[config.mk]
export PLATFORM = sky130hd
export DESIGN_NAME = shell_sorter
export DESIGN_NICKNAME = d
export VERILOG_FILES = /design/src/hdl/shsort_pkg.sv /design/src/hdl/shell_sorter.sv /design/src/hdl/shsort_ram.sv
export SDC_FILE = /design/constraint.sdc
export NUM_CORES = 2
export LEC_CHECK = 0
export ABC_AREA = 1
export CORE_MARGIN = 2
export CORE_UTILIZATION = 55
export CTS_CLUSTER_SIZE = 20
export DETAILED_ROUTE_END_ITERATION = 6
export DONT_BUFFER_PORTS = 1
export PLACE_DENSITY = 0.73
export RECOVER_POWER = 50
export SYNTH_ARGS = -nofsm -noshare
export SYNTH_HDL_FRONTEND = slang
export SYNTH_SLANG_ARGS = --single-unit
[constraint.sdc]
create_clock -name clk_i -period 4.67 [get_ports clk_i]
set_clock_uncertainty 0.2 [all_clocks]
set_input_delay 0.934 -clock clk_i [delete_from_list [all_inputs] [get_ports clk_i]]
set_output_delay 0.934 -clock clk_i [all_outputs]
set_load 0.05 [all_outputs]
[src/hdl/shsort_pkg.sv]
// Shared types and constants for the shell_sorter block.
// No dependencies; imported by shell_sorter.
package shsort_pkg;

  localparam int unsigned MAX_ITEMS = 64;
  localparam int unsigned VALUE_W   = 32;
  localparam int unsigned ADDR_W    = $clog2(MAX_ITEMS);
  localparam int unsigned CNT_W     = ADDR_W + 1;   // holds 0..MAX_ITEMS
  localparam int unsigned J_W       = CNT_W + 1;    // signed scan index

  localparam int unsigned ST_W = 3;
  localparam logic [ST_W-1:0] ST_IDLE  = 3'd0;
  localparam logic [ST_W-1:0] ST_GAP   = 3'd1;
  localparam logic [ST_W-1:0] ST_LOADI = 3'd2;
  localparam logic [ST_W-1:0] ST_HOLD  = 3'd3;
  localparam logic [ST_W-1:0] ST_CMP   = 3'd4;
  localparam logic [ST_W-1:0] ST_PLACE = 3'd5;
  localparam logic [ST_W-1:0] ST_EMIT  = 3'd6;

  typedef struct packed {
    logic signed [VALUE_W-1:0] value;
    logic                      last;
  } item_t;

  typedef struct packed {
    logic signed [VALUE_W-1:0] value_res;
    logic                      last_res;
    logic                      overflow;
  } result_t;

endpackage

[src/hdl/shell_sorter.sv]
// Shell sort engine: collects a set of signed values, sorts it, emits it.
// Depends on shsort_pkg and shsort_ram.
//
// Usage:
//   Input channel: an item (value, last) transfers at a rising edge where
//   start is high and busy is low. Items without last are only stored, one
//   cycle each, and busy stays low. Beyond MAX_ITEMS stored values further
//   values are dropped and the overflow flag is raised for the whole set.
//   The item marked last (stored too, if room remains) raises busy and
//   starts the sort.
//   Sort: gap starts at n/2 and halves down to 1, one gapped insertion pass
//   per gap, all moves through one store RAM with a registered read port.
//   Each insertion step runs LOADI, HOLD and CMP, with CMP again for every
//   element shifted and PLACE in place of the last CMP when the scan passes
//   zero; each pass adds GAP and a closing LOADI, and a last GAP leads to emit.
//   Result channel: the n sorted values leave on consecutive cycles, each
//   shown for exactly one cycle with result_valid_o high; last_res marks the
//   final one and overflow is the same on every result of the set. The
//   receiver cannot stall. busy drops in the cycle the final result is
//   shown. Reset clears the count, the overflow flag and the sequencer;
//   store contents stay undefined and are never read unwritten.
module shell_sorter
  import shsort_pkg::*;
(
  input  logic    clk_i,
  input  logic    rst_ni,
  input  logic    start,
  input  item_t   item_i,
  output logic    busy,
  output result_t result_o,
  output logic    result_valid_o
);

  logic [ST_W-1:0]  state_q, state_d;
  logic [CNT_W-1:0] count_q, count_d;   // stored set size n
  logic             ovf_q, ovf_d;
  logic [CNT_W-1:0] gap_q, gap_d;
  logic [CNT_W-1:0] i_q, i_d;           // insertion index, also emit index
  logic signed [J_W-1:0] j_q, j_d;      // scan index, may go negative
  logic [VALUE_W-1:0] hold_q, hold_d;

  // Emit pipeline: flags ride alongside the registered RAM read.
  logic res_valid_q, res_valid_d;
  logic res_last_q, res_last_d;
  logic res_ovf_q, res_ovf_d;

  // RAM port signals
  logic               we;
  logic [ADDR_W-1:0]  waddr;
  logic [VALUE_W-1:0] wdata;
  logic [ADDR_W-1:0]  raddr;
  logic [VALUE_W-1:0] rdata;

  logic               accept;
  logic signed [J_W-1:0] gap_s;
  logic signed [J_W-1:0] j_next;
  logic signed [J_W-1:0] j_plus_gap;
  logic               do_shift;

  assign accept     = start && !busy;
  assign gap_s      = J_W'(signed'({1'b0, gap_q}));
  assign j_next     = j_q - gap_s;
  assign j_plus_gap = j_q + gap_s;
  assign do_shift   = $signed(rdata) > $signed(hold_q);

  shsort_ram #(
    .WIDTH (VALUE_W),
    .DEPTH (MAX_ITEMS)
  ) u_store (
    .clk_i   (clk_i),
    .we_i    (we),
    .waddr_i (waddr),
    .wdata_i (wdata),
    .raddr_i (raddr),
    .rdata_o (rdata)
  );

  always_comb begin
    state_d     = state_q;
    count_d     = count_q;
    ovf_d       = ovf_q;
    gap_d       = gap_q;
    i_d         = i_q;
    j_d         = j_q;
    hold_d      = hold_q;
    res_valid_d = 1'b0;
    res_last_d  = 1'b0;
    res_ovf_d   = res_ovf_q;
    we          = 1'b0;
    waddr       = j_plus_gap[ADDR_W-1:0];
    wdata       = hold_q;
    raddr       = i_q[ADDR_W-1:0];

    unique case (state_q)
      ST_IDLE: begin
        if (accept) begin
          // Store while room remains, else drop and flag the set.
          if (count_q < CNT_W'(MAX_ITEMS)) begin
            we      = 1'b1;
            waddr   = count_q[ADDR_W-1:0];
            wdata   = item_i.value;
            count_d = count_q + CNT_W'(1);
          end else begin
            ovf_d = 1'b1;
          end
          if (item_i.last) begin
            gap_d   = count_d >> 1;
            state_d = ST_GAP;
          end
        end
      end

      ST_GAP: begin
        if (gap_q == '0) begin
          i_d     = '0;
          state_d = ST_EMIT;
        end else begin
          i_d     = gap_q;
          state_d = ST_LOADI;
        end
      end

      ST_LOADI: begin
        // Finish the pass at i == n, else fetch buf[i].
        if (i_q >= count_q) begin
          gap_d   = gap_q >> 1;
          state_d = ST_GAP;
        end else begin
          raddr   = i_q[ADDR_W-1:0];
          state_d = ST_HOLD;
        end
      end

      ST_HOLD: begin
        hold_d  = rdata;
        j_d     = J_W'(signed'({1'b0, i_q})) - gap_s;
        raddr   = j_d[ADDR_W-1:0];
        state_d = ST_CMP;
      end

      ST_CMP: begin
        we = 1'b1;
        if (do_shift) begin
          // Move buf[j] up one gap and keep scanning down.
          wdata = rdata;
          j_d   = j_next;
          raddr = j_next[ADDR_W-1:0];
          if (j_next[J_W-1]) begin
            state_d = ST_PLACE;
          end
        end else begin
          wdata   = hold_q;
          i_d     = i_q + CNT_W'(1);
          state_d = ST_LOADI;
        end
      end

      ST_PLACE: begin
        we      = 1'b1;
        wdata   = hold_q;
        i_d     = i_q + CNT_W'(1);
        state_d = ST_LOADI;
      end

      ST_EMIT: begin
        raddr       = i_q[ADDR_W-1:0];
        res_valid_d = 1'b1;
        res_last_d  = (i_q == count_q - CNT_W'(1));
        res_ovf_d   = ovf_q;
        i_d         = i_q + CNT_W'(1);
        if (res_last_d) begin
          // Empty the store for the next set.
          count_d = '0;
          ovf_d   = 1'b0;
          state_d = ST_IDLE;
        end
      end

      default: begin
        state_d = ST_IDLE;
      end
    endcase
  end

  always_ff @(posedge clk_i or negedge rst_ni) begin
    if (!rst_ni) begin
      state_q     <= ST_IDLE;
      count_q     <= '0;
      ovf_q       <= 1'b0;
      res_valid_q <= 1'b0;
      res_last_q  <= 1'b0;
    end else begin
      state_q     <= state_d;
      count_q     <= count_d;
      ovf_q       <= ovf_d;
      res_valid_q <= res_valid_d;
      res_last_q  <= res_last_d;
    end
  end

  always_ff @(posedge clk_i) begin
    gap_q     <= gap_d;
    i_q       <= i_d;
    j_q       <= j_d;
    hold_q    <= hold_d;
    res_ovf_q <= res_ovf_d;
  end

  assign busy                = (state_q != ST_IDLE);
  assign result_valid_o      = res_valid_q;
  assign result_o.value_res  = rdata;
  assign result_o.last_res   = res_last_q;
  assign result_o.overflow   = res_ovf_q;

  // A result only follows an emit cycle.
  assert property (@(posedge clk_i) disable iff (!rst_ni)
    result_valid_o |-> $past(state_q) == ST_EMIT)
    else $error("result shown without an emit cycle");

  // The final result of a set closes the burst.
  assert property (@(posedge clk_i) disable iff (!rst_ni)
    (result_valid_o && result_o.last_res) |=> !result_valid_o)
    else $error("result follows the final one of a set");

  // The compare step never works on a negative scan index.
  assert property (@(posedge clk_i) disable iff (!rst_ni)
    (state_q == ST_CMP) |-> !j_q[J_W-1])
    else $error("scan index below zero in compare step");

  // The set size never exceeds the store.
  assert property (@(posedge clk_i) disable iff (!rst_ni)
    count_q <= CNT_W'(MAX_ITEMS))
    else $error("element count beyond capacity");

endmodule

[src/hdl/shsort_ram.sv]
// Generic single-write, single-read RAM with registered read data.
// No dependencies; instantiated by shell_sorter.
module shsort_ram #(
  parameter int unsigned WIDTH = 32,
  parameter int unsigned DEPTH = 64
) (
  input  logic                     clk_i,
  input  logic                     we_i,
  input  logic [$clog2(DEPTH)-1:0] waddr_i,
  input  logic [WIDTH-1:0]         wdata_i,
  input  logic [$clog2(DEPTH)-1:0] raddr_i,
  output logic [WIDTH-1:0]         rdata_o
);

  logic [WIDTH-1:0] mem [DEPTH];
  logic [WIDTH-1:0] rdata_q;

  always_ff @(posedge clk_i) begin
    if (we_i) begin
      mem[waddr_i] <= wdata_i;
    end
    rdata_q <= mem[raddr_i];
  end

  assign rdata_o = rdata_q;

endmodule

==> flow_metrics.py <==
metrics = {
    "status": {
        "outcome": "complete, no violations",
    },
    "timing": {
        "period_share": 0.980,
        "hold_ws_ps": 203,
        "slew_viol_final": 0,
        "period_needed_ps": 4580,
        "fin_ws_ps": 93.5,
        "slew_headroom": 0.198,
        "setup_viol": 0,
        "rsz0062_at_grt": "yes",
        "fmax_mhz": 219,
        "hold_viol": 0,
        "tightest_slew_ps": 1200,
    },
    "clock_tree": {
        "cts_sinks": 2147,
        "clk_pin_slew_ps": 60,
        "cts_buffers": 210,
        "clock_latency_ps": 890,
        "cts_max_level": 4,
        "post-cts-setup-buffer-count": 0,
        "clock-root-buffer": "clkbuf_16",
        "cts_tree": "yes",
        "clk_path_buf_depth": 3,
    },
    "global_route": {
        "grt_max_degree": 104,
        "use_met3": 0.0679,
        "track_usage": 0.302,
        "grtUsageMet2": 0.470,
        "top_usage_layer": "met2",
        "grt_pass1_vias": 64600,
        "grt_pass1_wl_mm": 405,
        "overflow": 0,
        "use_met1": 0.415,
        "antenna_found_initial": 6,
    },
    "floorplanning": {
        "die-height_um": 421,
        "die_width_um": 421,
        "start_util": 0.553,
        "io_pins": 72,
        "core_sq_um": 173000,
        "row_count": 153,
        "dieArea_sq_um": 178000,
    },
    "worst_hold_path": {
        "hold_path_startpoint": "start",
        "min_path_type": "primary input to register",
    },
    "worst_setup_path": {
        "crit_path_max_incr_delay_ps": 740,
        "arrival_ps": 4880,
        "cp-end-kind": "register",
        "start_kind": "register",
        "crit_start": "hold_q[25]",
        "crit-reg2reg-launch": "hold_q[25]",
        "slowest_stage": "clkbuf_2",
        "crit_chain": "inv_1 > ha_1 > a21oi_1 > o21ai_0 > nand2_1 > nand2_1 > a21oi_1 > nand2_1 > nand2_2 > nand3_4 > nor2_1 > clkbuf_2 > a21oi_1 > a22oi_2 > clkbuf_4",
        "crit_path_max_fanout": 64,
        "critPathKind": "register to register",
        "path_delay_family": "buffers and inverters",
        "crit_buf_inv": 3,
        "worst_ep_required_time_ps": 4970,
    },
    "synth": {
        "synth_cells": 8661,
        "ys.flop_type": "edfxtp_1",
        "synth_area_leaders": "edfxtp_1 (66%), nand3_1 (9.8%), nand3b_1 (6.0%), nand2_1 (5.9%), inv_1 (4.6%)",
        "yosys-top-cells-count": "edfxtp_1 (2102), nand3_1 (1882), nand2_1 (1512), inv_1 (1179), nand3b_1 (770)",
        "yosysSeqAreaShare": 0.669,
        "synth_nets": 8759,
        "synth_edf_count": 2102,
        "yosys_warnings": 0,
        "synth_most_common_cell": "edfxtp_1",
        "synth_top_area_frac": 0.658,
        "ys_ff_latch": 2147,
        "synth_cell_type_count": 46,
        "synth_area_per_cell_sq_um": 11.1,
        "synthesis.area_sq_um": 95900,
        "yosys.area.top_type": "edfxtp_1",
        "async_reset_ff_frac": 0.00605,
    },
    "placed_design": {
        "gp_congestion": 0.919,
        "dpl.hpwl_mm": 159,
        "place_ws_ps": -1.46,
        "dp.cells": 10800,
        "portBuffers": 0,
    },
    "cells_and_area": {
        "syn_to_final_growth_pct": 12.8,
        "stdcell_count": 11200,
        "drive_above_1_share": 0.0878,
        "fillCellCount": 13000,
        "nets": 8824,
    },
    "run": {
        "cap_violations": 0,
    },
    "drt": {
        "ant_nets": 0,
        "drt_pass1_iterations": 6,
        "vias_per_cell": 5.99,
        "drcViolationCount": 0,
        "wl_mm": 274,
        "drtIter0Drc": 9809,
        "wire_per_inst_um": 24.4,
        "vias": 67300,
    },
}
layout make-up:
cell class                      count  area [sq um]  area share
Multi-Input combinational cell   4769         25100       0.232
Clock buffer                      266          5550      0.0513
Inverter                         1186          4470      0.0413
Clock inverter                    126          1310      0.0121
Antenna cell                        1          2.50   0.0000231
Tap cell                         2325          2910      0.0269
Sequential cell                  2147         64100       0.593
Timing Repair Buffer              412          4700      0.0434
final timing paths:
| path | to | slack (ps) | cells past startpoint |
|---|---|---|---|
| worst max-delay path | u_store.mem[4][7] | 90 | 15 |
| worst min-delay path | count_q[6] | 200 | 3 |
| worst max register to register | u_store.mem[4][7] | 90 | 15 |
| worst min register to register | res_ovf_q | 270 | 0 |
| max in group asynchronous | count_q[0] | 3490 | 1 |
| min in group asynchronous | count_q[1] | 350 | 1 |
registers in the layout, summed over array words and instances, names as in the netlist:
name             count
i_q                  7
res_last_q           1
j_q                  8
res_ovf_q            1
ovf_q                1
u_store.rdata_o     32
u_store.mem       2048
gap_q                6
count_q              7
result_valid_o       1
state_q              3
hold_q              32
worst reg2reg max path, delay by kind of cell (launching register included):
| kind | cells | cell delay, ps |
|---|---|---|
| buffers and inverters | 3 | 1490 |
| AOI/OAI and AO/OA | 5 | 1140 |
| and+or+nand+nor | 6 | 660 |
| DFF | 1 | 380 |
| adders and majority gates | 1 | 250 |
routing by layer:
layer / vias up / share of wire
met4: 0 / 0.041
met1: 32400 / 0.38
met2: 4375 / 0.45
met3: 684 / 0.13
li1: 29900 / -
met5: - / 0
through the flow:
| stage | util | cell area [sq um] | setup TNS, ps |
|---|---|---|---|
| 6_report | 0.624 | 108000 | 0 |
| 5_1_grt | 0.624 | 108000 | -554 |
| 4_1_cts | 0.627 | 109000 | 0 |
| 3_5_place_dp | 0.587 | 102000 | -1.46 |
| 3_3_place_gp | 0.587 | 102000 | 0 |
| 2_1_floorplan | - | 95900 | -765090 |
cells by family after synthesis:
logic type	Yosys count	share of synthesized area
AO/OA/AOI/OAI	304	0.0171
XOR/XNOR	23	0.00210
adder cells (fa/ha/maj)	62	0.00833
buffers and inverters	1745	0.0768
flip-flops	2147	0.669
multiplexers	1	0.000104
AND/OR/NAND/NOR	4379	0.227
placed cells by master (no fill, tap or decap), types with 11 or more instances in the layout:
master / Yosys / layout
edfxtp_1: 2102 / 2102
nand3_1: 1882 / 1879
nand2_1: 1512 / 1510
inv_1: 1179 / 1177
nand3b_1: 770 / 770
clkbuf_16: 0 / 213
buf_4: 44 / 183
o21ai_0: 168 / 158
buf_12: 0 / 137
nor2_1: 189 / 134
clkbuf_1: 230 / 90
a21oi_1: 91 / 89
ha_1: 59 / 59
nor2_4: 1 / 55
clkinv_1: 3 / 50
clkinv_2: 0 / 42
clkbuf_4: 0 / 38
dfxtp_1: 32 / 28
a22oi_2: 0 / 21
bufinv_16: 0 / 19
xor2_1: 15 / 15
dfrtp_1: 13 / 13
o21ai_4: 0 / 11
repair_timing:
| action | CTS | global route |
|---|---|---|
| endpoints found under the setup margin | 3 | 25 |
| endpoints found under the hold margin | 13 | 0 |
| resized for setup | 1 | 10 |
| hold buffers | 1 | 0 |
| gates cloned | 0 | 1 |
Power is not shown: default switching activity piles up to over one toggle a cycle in this logic, so the estimate is an artifact.
